[src/hw/rtl/b2da_pkg.sv]
`timescale 1ns / 1ps
// ----------------------------------------------------------------------------
// b2da_pkg
// Shared widths, types and the shift-and-add-3 step of the decimal converter.
// ----------------------------------------------------------------------------
package b2da_pkg;

	localparam int VALUE_W    = 32;
	localparam int DIGIT_W    = 4;
	localparam int NUM_DIGITS = 10;
	localparam int BCD_W      = NUM_DIGITS * DIGIT_W;
	localparam int STAGE_BITS = 8;
	localparam int NUM_STAGES = VALUE_W / STAGE_BITS;
	localparam int CHAR_W     = 6;
	localparam int POS_W      = 4;

	localparam logic [DIGIT_W-1:0] DABBLE_LIMIT = 4'd5;
	localparam logic [DIGIT_W-1:0] DABBLE_ADD   = 4'd3;
	localparam logic [CHAR_W-1:0]  ASCII_ZERO   = 6'd48;
	localparam logic [POS_W-1:0]   LAST_POS     = 4'(NUM_DIGITS - 1);

	// working word of the conversion: decimal digits above, binary still to go below
	typedef struct packed {
		logic [BCD_W-1:0]   bcd;
		logic [VALUE_W-1:0] bin;
	} conv_t;

	typedef logic [NUM_DIGITS-1:0][DIGIT_W-1:0] digits_t;

	// element 0 is the most significant digit
	typedef struct packed {
		digits_t          digits;
		logic [POS_W-1:0] start;
	} ser_item_t;

	function automatic conv_t dabble_shift(input conv_t c);
		conv_t r;
		r = c;
		for (int d = 0; d < NUM_DIGITS; d++) begin
			if (r.bcd[d*DIGIT_W +: DIGIT_W] >= DABBLE_LIMIT) begin
				r.bcd[d*DIGIT_W +: DIGIT_W] = r.bcd[d*DIGIT_W +: DIGIT_W] + DABBLE_ADD;
			end
		end
		r.bcd = {r.bcd[BCD_W-2:0], r.bin[VALUE_W-1]};
		r.bin = {r.bin[VALUE_W-2:0], 1'b0};
		return r;
	endfunction

endpackage

[src/hw/rtl/binary_to_decimal_ascii.sv]
`timescale 1ns / 1ps
// ----------------------------------------------------------------------------
// binary_to_decimal_ascii
// Unsigned 32-bit binary to decimal ASCII text, most significant digit first.
// ----------------------------------------------------------------------------
// usage
//   s_axis carries one 32-bit unsigned number per transaction in tdata.
//   m_axis returns its decimal digits as ASCII codes '0'..'9', one per
//   transaction, leading zeros dropped; tlast marks the units digit.
//   zero gives the single character '0' with tlast set.
// pipeline
//   four shift-and-add-3 stages of eight bits each, one digit-split stage and
//   the character register, which the number passes in that order; one
//   character follows per cycle after the first while m_axis_tready is high.
// throughput
//   the number rate is set by the single character output, one character
//   per digit (1 to 10); the pipeline takes a new number every cycle while
//   there is room, so up to six numbers are in flight.
// reset and stalls
//   arst_n empties every stage; no number or character is kept.
//   a low m_axis_tready holds the current character and the backlog fills
//   stage by stage until s_axis_tready drops; nothing is lost or repeated.
// ----------------------------------------------------------------------------
module binary_to_decimal_ascii (
	input  logic        clk,
	input  logic        arst_n,
	input  logic        s_axis_tvalid,
	output logic        s_axis_tready,
	input  logic [31:0] s_axis_tdata,   // [31:0] value
	output logic        m_axis_tvalid,
	input  logic        m_axis_tready,
	output logic [7:0]  m_axis_tdata,   // [5:0] digit_char, [7:6] zero
	output logic        m_axis_tlast    // last_digit
);
	import b2da_pkg::*;

	conv_t     conv  [NUM_STAGES+1];
	logic      valid [NUM_STAGES+1];
	logic      ready [NUM_STAGES+1];
	ser_item_t lead_item;
	logic      lead_valid;
	logic      lead_ready;
	logic [CHAR_W-1:0] digit_char;

	assign conv[0].bcd   = '0;
	assign conv[0].bin   = s_axis_tdata;
	assign valid[0]      = s_axis_tvalid;
	assign s_axis_tready = ready[0];

	for (genvar g = 0; g < NUM_STAGES; g++) begin : g_dabble
		b2da_dabble_stage u_stage (
			.clk       (clk),
			.arst_n    (arst_n),
			.in_valid  (valid[g]),
			.in_ready  (ready[g]),
			.in_data   (conv[g]),
			.out_valid (valid[g+1]),
			.out_ready (ready[g+1]),
			.out_data  (conv[g+1])
		);
	end

	b2da_lead u_lead (
		.clk       (clk),
		.arst_n    (arst_n),
		.in_valid  (valid[NUM_STAGES]),
		.in_ready  (ready[NUM_STAGES]),
		.in_data   (conv[NUM_STAGES]),
		.out_valid (lead_valid),
		.out_ready (lead_ready),
		.out_data  (lead_item)
	);

	b2da_serial u_serial (
		.clk       (clk),
		.arst_n    (arst_n),
		.in_valid  (lead_valid),
		.in_ready  (lead_ready),
		.in_data   (lead_item),
		.out_valid (m_axis_tvalid),
		.out_ready (m_axis_tready),
		.out_char  (digit_char),
		.out_last  (m_axis_tlast)
	);

	assign m_axis_tdata = {2'b00, digit_char};

`ifndef SYNTHESIS
	// the input only backs up behind a character waiting at the output
	a_stall_needs_output: assert property (@(posedge clk) disable iff (!arst_n)
		!s_axis_tready |-> m_axis_tvalid)
		else $error("input stalled with no character pending");

	// a run of digits is never broken by an idle cycle
	a_run_unbroken: assert property (@(posedge clk) disable iff (!arst_n)
		m_axis_tvalid && m_axis_tready && !m_axis_tlast |=> m_axis_tvalid)
		else $error("gap inside a digit run");

	a_char_is_digit: assert property (@(posedge clk) disable iff (!arst_n)
		m_axis_tvalid |-> (m_axis_tdata[7:4] == 4'h3) && (m_axis_tdata[3:0] <= 4'd9))
		else $error("character outside 0..9");
`endif

endmodule

[src/hw/rtl/b2da_dabble_stage.sv]
`timescale 1ns / 1ps
// ----------------------------------------------------------------------------
// b2da_dabble_stage
// One pipeline stage of the converter: a fixed number of shift-and-add-3 steps.
// ----------------------------------------------------------------------------
module b2da_dabble_stage (
	input  logic           clk,
	input  logic           arst_n,
	input  logic           in_valid,
	output logic           in_ready,
	input  b2da_pkg::conv_t in_data,
	output logic           out_valid,
	input  logic           out_ready,
	output b2da_pkg::conv_t out_data
);
	import b2da_pkg::*;

	conv_t stepped;
	conv_t conv_s1;
	logic  valid_s1;

	always_comb begin
		stepped = in_data;
		for (int i = 0; i < STAGE_BITS; i++) begin
			stepped = dabble_shift(stepped);
		end
	end

	assign in_ready = !valid_s1 || out_ready;

	always_ff @(posedge clk or negedge arst_n) begin
		if (!arst_n) begin
			valid_s1 <= 1'b0;
		end else if (in_ready) begin
			valid_s1 <= in_valid;
		end
	end

	always_ff @(posedge clk) begin
		if (in_ready && in_valid) begin
			conv_s1 <= stepped;
		end
	end

	assign out_valid = valid_s1;
	assign out_data  = conv_s1;

endmodule

[src/hw/rtl/b2da_lead.sv]
`timescale 1ns / 1ps
// ----------------------------------------------------------------------------
// b2da_lead
// Splits the finished decimal word into digits and finds the first one shown.
// ----------------------------------------------------------------------------
module b2da_lead (
	input  logic               clk,
	input  logic               arst_n,
	input  logic               in_valid,
	output logic               in_ready,
	input  b2da_pkg::conv_t    in_data,
	output logic               out_valid,
	input  logic               out_ready,
	output b2da_pkg::ser_item_t out_data
);
	import b2da_pkg::*;

	ser_item_t item;
	ser_item_t item_s5;
	logic      valid_s5;

	always_comb begin
		for (int i = 0; i < NUM_DIGITS; i++) begin
			item.digits[i] = in_data.bcd[(NUM_DIGITS-1-i)*DIGIT_W +: DIGIT_W];
		end
		// all zeros still shows the units digit
		item.start = LAST_POS;
		for (int i = NUM_DIGITS - 2; i >= 0; i--) begin
			if (item.digits[i] != '0) begin
				item.start = POS_W'(i);
			end
		end
	end

	assign in_ready = !valid_s5 || out_ready;

	always_ff @(posedge clk or negedge arst_n) begin
		if (!arst_n) begin
			valid_s5 <= 1'b0;
		end else if (in_ready) begin
			valid_s5 <= in_valid;
		end
	end

	always_ff @(posedge clk) begin
		if (in_ready && in_valid) begin
			item_s5 <= item;
		end
	end

	assign out_valid = valid_s5;
	assign out_data  = item_s5;

endmodule

[src/hw/rtl/b2da_serial.sv]
`timescale 1ns / 1ps
// ----------------------------------------------------------------------------
// b2da_serial
// Holds one converted number and sends its digits out as characters.
// ----------------------------------------------------------------------------
module b2da_serial (
	input  logic                  clk,
	input  logic                  arst_n,
	input  logic                  in_valid,
	output logic                  in_ready,
	input  b2da_pkg::ser_item_t   in_data,
	output logic                  out_valid,
	input  logic                  out_ready,
	output logic [b2da_pkg::CHAR_W-1:0] out_char,
	output logic                  out_last
);
	import b2da_pkg::*;

	digits_t          digits_q;
	logic [POS_W-1:0] pos_q;
	logic             busy_q;
	logic             at_last;
	logic             fire;

	assign at_last  = (pos_q == LAST_POS);
	assign fire     = busy_q && out_ready;
	// next number loads as the final character of this one leaves
	assign in_ready = !busy_q || (out_ready && at_last);

	always_ff @(posedge clk or negedge arst_n) begin
		if (!arst_n) begin
			busy_q <= 1'b0;
			pos_q  <= '0;
		end else if (in_ready && in_valid) begin
			busy_q <= 1'b1;
			pos_q  <= in_data.start;
		end else if (fire) begin
			if (at_last) begin
				busy_q <= 1'b0;
			end else begin
				pos_q <= pos_q + 1'b1;
			end
		end
	end

	always_ff @(posedge clk) begin
		if (in_ready && in_valid) begin
			digits_q <= in_data.digits;
		end
	end

	assign out_valid = busy_q;
	assign out_char  = ASCII_ZERO + {{(CHAR_W-DIGIT_W){1'b0}}, digits_q[pos_q]};
	assign out_last  = at_last;

endmodule

[config.mk]
export PLATFORM = sky130hd
export DESIGN_NAME = binary_to_decimal_ascii
export DESIGN_NICKNAME = d
export VERILOG_FILES = /design/src/hw/rtl/b2da_pkg.sv /design/src/hw/rtl/binary_to_decimal_ascii.sv /design/src/hw/rtl/b2da_dabble_stage.sv /design/src/hw/rtl/b2da_lead.sv /design/src/hw/rtl/b2da_serial.sv
export SDC_FILE = /design/constraint.sdc
export NUM_CORES = 1
export LEC_CHECK = 0
export ABC_AREA = 1
export BUFFER_PORTS_ARGS = -buffer_cell sky130_fd_sc_hd__buf_2
export CAP_MARGIN = 40
export CORE_AREA = 2 2 315 317
export CTS_CLUSTER_DIAMETER = 30
export DETAILED_ROUTE_END_ITERATION = 8
export DIE_AREA = 0 0 317 319
export GPL_TIMING_DRIVEN = 0
export PLACE_DENSITY = 0.43
export SYNTH_ARGS = -nofsm -noshare
export SYNTH_HDL_FRONTEND = slang
export SYNTH_SLANG_ARGS = --single-unit
[constraint.sdc]
create_clock -name clk -period 6 [get_ports clk]
set_input_delay 0.9 -clock clk [delete_from_list [all_inputs] [get_ports clk]]
set_output_delay 0.9 -clock clk [all_outputs]
set_load 0.03 [all_outputs]
==> results of run 1 <==
## flip-flops by register name, indices dropped and copies added (netlist names)
| name | cells |
|---|---|
| g_dabble.u_stage.out_data | 150 |
| u_lead.out_data | 44 |
| u_serial.digits_q | 40 |
| g_dabble.u_stage.out_valid | 4 |
| u_serial.pos_q | 4 |
| u_lead.out_valid | 1 |
| u_serial.out_valid | 1 |
## synth_stat cells, types with 10 or more instances
library cell,number,area [um^2]
a21o_1,30,225
a21oi_1,36,180
a31o_2,17,149
and2_1,32,200
dfrtp_1,10,250
edfxtp_1,234,7030
ha_1,145,1810
inv_1,519,1950
inv_2,44,165
nand2_1,1039,3900
nand2_2,211,1320
nand2_4,51,574
nand3_1,307,1540
nand3_2,109,1090
nand3b_1,21,158
nand4_1,139,870
nor2_1,53,199
o21ai_0,76,380
o21ai_1,27,135
o21ai_2,46,403
xor2_1,53,464
## critical path, delay by kind of cell (launching register included)
kind	cells	cell delay [ns]
adders and majority gates	6	1.07
and+or+nand+nor	25	2.68
buffers and inverters	7	0.61
xor gates and xnor gates	2	0.27
DFF	1	0.41
AOI/OAI and AO/OA	1	0.18
## worst paths after layout
path                                                    end                             start  slack, ns
setup / recovery           g_dabble[3].u_stage.out_data[69]  g_dabble[2].u_stage.out_data[56]       0.50
hold / removal                            u_serial.pos_q[1]                            arst_n       0.15
setup reg to reg           g_dabble[3].u_stage.out_data[69]  g_dabble[2].u_stage.out_data[56]       0.50
hold reg to reg                        u_serial.digits_q[5]                u_lead.out_data[9]       0.41
max in group asynchronous     g_dabble[0].u_stage.out_valid                            arst_n       5.65
min in group clk                       u_serial.digits_q[5]                u_lead.out_data[9]       0.41
## metrics by stage
stage / worst slack (ns) / cells / hold WS (ns)
global route: -0.0518 / 4785 / 0.132
CTS: 0.000284 / 4760 / 0.112
finish: 0.505 / 4785 / 0.154
detailed placement: -0.172 / 4655 / 0.405
floorplan: 0.615 / 3320 / 0.400
global placement: -0.202 / 4649 / 0.402
## final cells by class
cell class	count	area (um^2)
plain buffers	9	48.8
clock buffers	62	1420
clock inverters	43	458
fillers	10600	69000
inverters	564	2120
multi-input cells	2503	15300
flip-flops and latches	244	7280
well taps	1287	1610
repair buffers	73	518
## logic make-up (layout without fill, tap and decap cells)
family                     after synthesis  in the layout
xor gates and xnor gates                78             78
and+or+nand+nor                       2002           2002
DFF                                    244            244
other                                    2              4
adders and majority gates              145            145
AOI/OAI and AO/OA                      270            270
buffers and inverters                  573            751
muxes                                    4              4
## routing by layer
layer | share of wire (%) | vias up | GRT usage [%]
met5 | 0 | - | 0
met4 | 2.3 | 0 | 2.86
met3 | 2.4 | 64 | 1.59
met2 | 48 | 126 | 16.4
met1 | 47 | 8692 | 11.1
li1 | - | 11200 | -
## repair_timing
item | in CTS | in global routing
endpoints found under the setup margin | 10 | 67
resized for setup | 4 | 118
buffers inserted | 0 | 25
pin swaps | 0 | 32
==> impl_metrics.tcl, run 1 <==
set metrics [dict create \
    grt_pass1_vias 19200 \
    wl_per_cell_um 9.52 \
    place_hpwl_um 36800 \
    syn_to_final_growth_pct 18.7 \
    row_count 115 \
    drive_above_1_share_pct 22.6 \
    ys.flop_type "edfxtp_1" \
    holdCritPathClass "in -> async" \
    path_class "reg -> reg" \
    required_ns 6.35 \
    drt_iter0_drc 659 \
    postSynthAreaPerCell_um2 7.29 \
    via_count 20100 \
    fin_area_mm2 0.0287 \
    worstRegToRegCells 41 \
    die_area_mm2 0.101 \
    synthMuxAreaShare_pct 0.166 \
    yosys.area_share.simple_pct 42.3 \
    die_y_um 319 \
    detail-route-antenna-nets 0 \
    cts_buffer_depth 3 \
    start_util_pct 24.8 \
    drv_cap 0 \
    gr-total-overflow 0 \
    ys_ff_latch 244 \
    final_core_util_pct 29.4 \
    grt_pass1_wl_um 81900 \
    grt_max_degree 35 \
    clock_latency_ns 0.61 \
    drcViolationCount 0 \
    h-tree-depth 2 \
    timing_hold_violations_final 0 \
    tns_ns 0 \
    syn-instance-count 3318 \
    coreArea_mm2 0.0977 \
    critPathArrivalTime_ns 5.84 \
    clk_pin_slew_ns 0.05 \
    most-common-layout-cells "nand2_1 (1014), inv_1 (499), nand3_1 (284), edfxtp_1 (234), nand2_2 (227)" \
    path_max_fanout 6 \
    clock_skew_ns 0.0150 \
    synth_top_family_by_area "simple AND/OR/NAND/NOR gates" \
    grtUsageTotal_pct 9.20 \
    ys_types 52 \
    port_buffers 42 \
    max_freq_ghz 0.182 \
    cts_root_buffer "clkbuf_16" \
    critPathLaunchType "flop" \
    numCtsBuffers 56 \
    synth_edf_count 234 \
    clock_sink_count 244 \
    cts_tree "done" \
    final_common_cell "nand2_1" \
    synthArstFlopShare_pct 4.10 \
    period_needed_ns 5.50 \
    status "finished, final reports clean" \
    nets 3632 \
    drv_slew 0 \
    first_pass_iters 5 \
    grt_antenna_before_repair 0 \
    worst_slew_pin_slew_ns 0.778 \
    cp_common_cell "nand3_2" \
    dpl_cell_area_mm2 0.0262 \
    cts_hold_buf 0 \
    min_period_over_period_pct 91.6 \
    end_kind "flop" \
    slew_headroom_pct 47.6 \
    yosys_warnings 0 \
    place.gp.congestion 0.756 \
    synth-xor-area-share_pct 3.54 \
    via_per_inst 4.19 \
    final-setup-viol-count 0 \
    drt-total-wl_um 45500 \
    syn_area_mm2 0.0242 \
    ios 47 \
    slowest_stage "edfxtp_1" \
    synth-adder-area-share_pct 7.50 \
    fp.dieW_um 317 \
    synth-compound-area-share_pct 7.44 \
    slowest_delay_ns 0.41 \
    synth-seq-area-share_pct 30.1 \
    num_antenna_cells 0 \
]
Power of run 1 is left out: the tool's default activity adds up to more than one toggle a clock period on the data nets, which glitch-free logic cannot reach.
==> run 2, diff against run 1 <==
--- a/config.mk
+++ b/config.mk
@@ -6,14 +6,15 @@
 export NUM_CORES = 1
 export LEC_CHECK = 0
 export ABC_AREA = 1
-export BUFFER_PORTS_ARGS = -buffer_cell sky130_fd_sc_hd__buf_2
+export BUFFER_PORTS_ARGS = -buffer_cell sky130_fd_sc_hd__buf_4
 export CAP_MARGIN = 40
-export CORE_AREA = 2 2 315 317
+export CORE_AREA = 2 2 204 206
 export CTS_CLUSTER_DIAMETER = 30
 export DETAILED_ROUTE_END_ITERATION = 8
-export DIE_AREA = 0 0 317 319
+export DIE_AREA = 0 0 206 208
 export GPL_TIMING_DRIVEN = 0
-export PLACE_DENSITY = 0.43
+export PLACE_DENSITY = 0.81
+export RECOVER_POWER = 100
 export SYNTH_ARGS = -nofsm -noshare
 export SYNTH_HDL_FRONTEND = slang
 export SYNTH_SLANG_ARGS = --single-unit
==> run 2 against run 1 <==
The flow now finishes with violations (capacitance limit, slew limit). Register-to-register slack worse by 0.13 ns. Critical path type unchanged. Core utilization grew 39 points. Critical path depth rose by 1. Routed wire length is 2.3% higher. Setup slack lost 0.13 ns.
==> impl_metrics.tcl, run 2 (synthesis results as in run 1) <==
set metrics [dict create \
    critPathLaunchType "flop" \
    required_ns 6.33 \
    wl_per_cell_um 11.6 \
    coreArea_mm2 0.0406 \
    end_kind "flop" \
    grt_antenna_before_repair 0 \
    min_period_over_period_pct 93.8 \
    ios 47 \
    drt_iter0_drc 898 \
    slowest_stage "edfxtp_1" \
    dpl_cell_area_mm2 0.0253 \
    port_buffers 42 \
    numCtsBuffers 54 \
    largest_reg_flops 150 \
    clk_pin_slew_ns 0.05 \
    place.gp.congestion 0.871 \
    slowest_delay_ns 0.43 \
    grtUsageTotal_pct 21.4 \
    drt-total-wl_um 46600 \
    cts_root_buffer "clkbuf_16" \
    detail-route-antenna-nets 0 \
    drv_slew 109 \
    grt_pass1_wl_um 78800 \
    path_class "reg -> reg" \
    cp_common_cell "nand2_1" \
    syn_to_final_growth_pct 15.1 \
    die_area_mm2 0.0428 \
    final_common_cell "nand2_1" \
    fp.dieW_um 206 \
    clock_skew_ns 0.0268 \
    violations "capacitance limit, slew limit" \
    timing_hold_violations_final 0 \
    period_needed_ns 5.63 \
    via_per_inst 5.24 \
    via_count 21100 \
    slew_headroom_pct -55.6 \
    first_pass_iters 8 \
    gr-total-overflow 0 \
    clock_sink_count 244 \
    num_antenna_cells 0 \
    fin_area_mm2 0.0278 \
    place_hpwl_um 34000 \
    cts_buffer_depth 3 \
    drive_above_1_share_pct 22.1 \
    critPathArrivalTime_ns 5.96 \
    path_max_fanout 6 \
    worst_slew_pin_slew_ns 2.33 \
    drcViolationCount 0 \
    row_count 74 \
    drv_cap 4 \
    status "complete, but fails checks" \
    max_freq_ghz 0.178 \
    nets 3638 \
    grt_max_degree 45 \
    most-common-layout-cells "nand2_1 (1017), inv_1 (502), nand3_1 (285), edfxtp_1 (234), nand2_2 (222)" \
    clock_latency_ns 0.61 \
    final_core_util_pct 68.6 \
    final-setup-viol-count 0 \
    tns_ns 0 \
    cts_tree "done" \
    grt_pass1_vias 19800 \
    start_util_pct 59.6 \
    h-tree-depth 2 \
    holdCritPathClass "in -> async" \
    die_y_um 208 \
]
==> run 2: final cells by class <==
cell class	instances	area (um^2)
Multi-Input combinational cell	2503	15200
Fill cell	3258	12700
Sequential cell	244	7280
Inverter	564	2120
Clock buffer	58	1370
Tap cell	532	666
Clock inverter	42	632
Timing Repair Buffer	81	552
Buffer	9	48.8
==> run 2: what timing repair did <==
action,CTS,global route
buffers inserted,0,33
gates resized for setup,1,111
hold buffers,0,0
setup endpoints to repair,6,61
pin swaps,0,30
==> run 2: final timing paths <==
path | startpoint | to | slack (ns) | depth (start not counted)
worst max-delay path | g_dabble[0].u_stage.out_data[36] | g_dabble[1].u_stage.out_data[49] | 0.37 | 42
worst min-delay path | arst_n | u_serial.pos_q[2] | 0.27 | 1
worst max register to register | g_dabble[0].u_stage.out_data[36] | g_dabble[1].u_stage.out_data[49] | 0.37 | 42
worst min register to register | g_dabble[0].u_stage.out_data[18] | g_dabble[1].u_stage.out_data[26] | 0.40 | 0
max in group asynchronous | arst_n | u_serial.pos_q[1] | 5.36 | 1
min in group clk | g_dabble[0].u_stage.out_data[18] | g_dabble[1].u_stage.out_data[26] | 0.40 | 0
==> run 2: stage by stage <==
stage / setup slack [ns] / hold slack (ns) / instances
3_5_place_dp: 0.00653 / 0.405 / 3900
5_1_grt: -0.150 / 0.301 / 4033
6_report: 0.371 / 0.265 / 4033
4_1_cts: 0.00822 / 0.0914 / 4000
3_3_place_gp: 0.162 / 0.403 / 3894
2_1_floorplan: 0.615 / 0.400 / 3320
==> run 2: worst max-delay path, delay by kind of cell, from the launching register on <==
family                   cells  cell delay (ns)
flip-flops                   1             0.43
buffers and inverters        8             0.60
AND/OR/NAND/NOR             21             2.02
AO/OA/AOI/OAI                3             0.41
adder cells (fa/ha/maj)      6             1.15
XOR/XNOR                     4             0.77
==> run 2: metal layers <==
metal | share of wire [%] | up-vias | wire [um] | global-route usage (%)
met5 | 0 | - | 0 | 0
met4 | 3.6 | 0 | 1690 | 9.31
met3 | 3.1 | 130 | 1430 | 3.32
met2 | 54 | 284 | 25000 | 41.5
met1 | 40 | 9495 | 18500 | 22.2
li1 | - | 11200 | - | -
Power of run 2 is left out for the same reason.
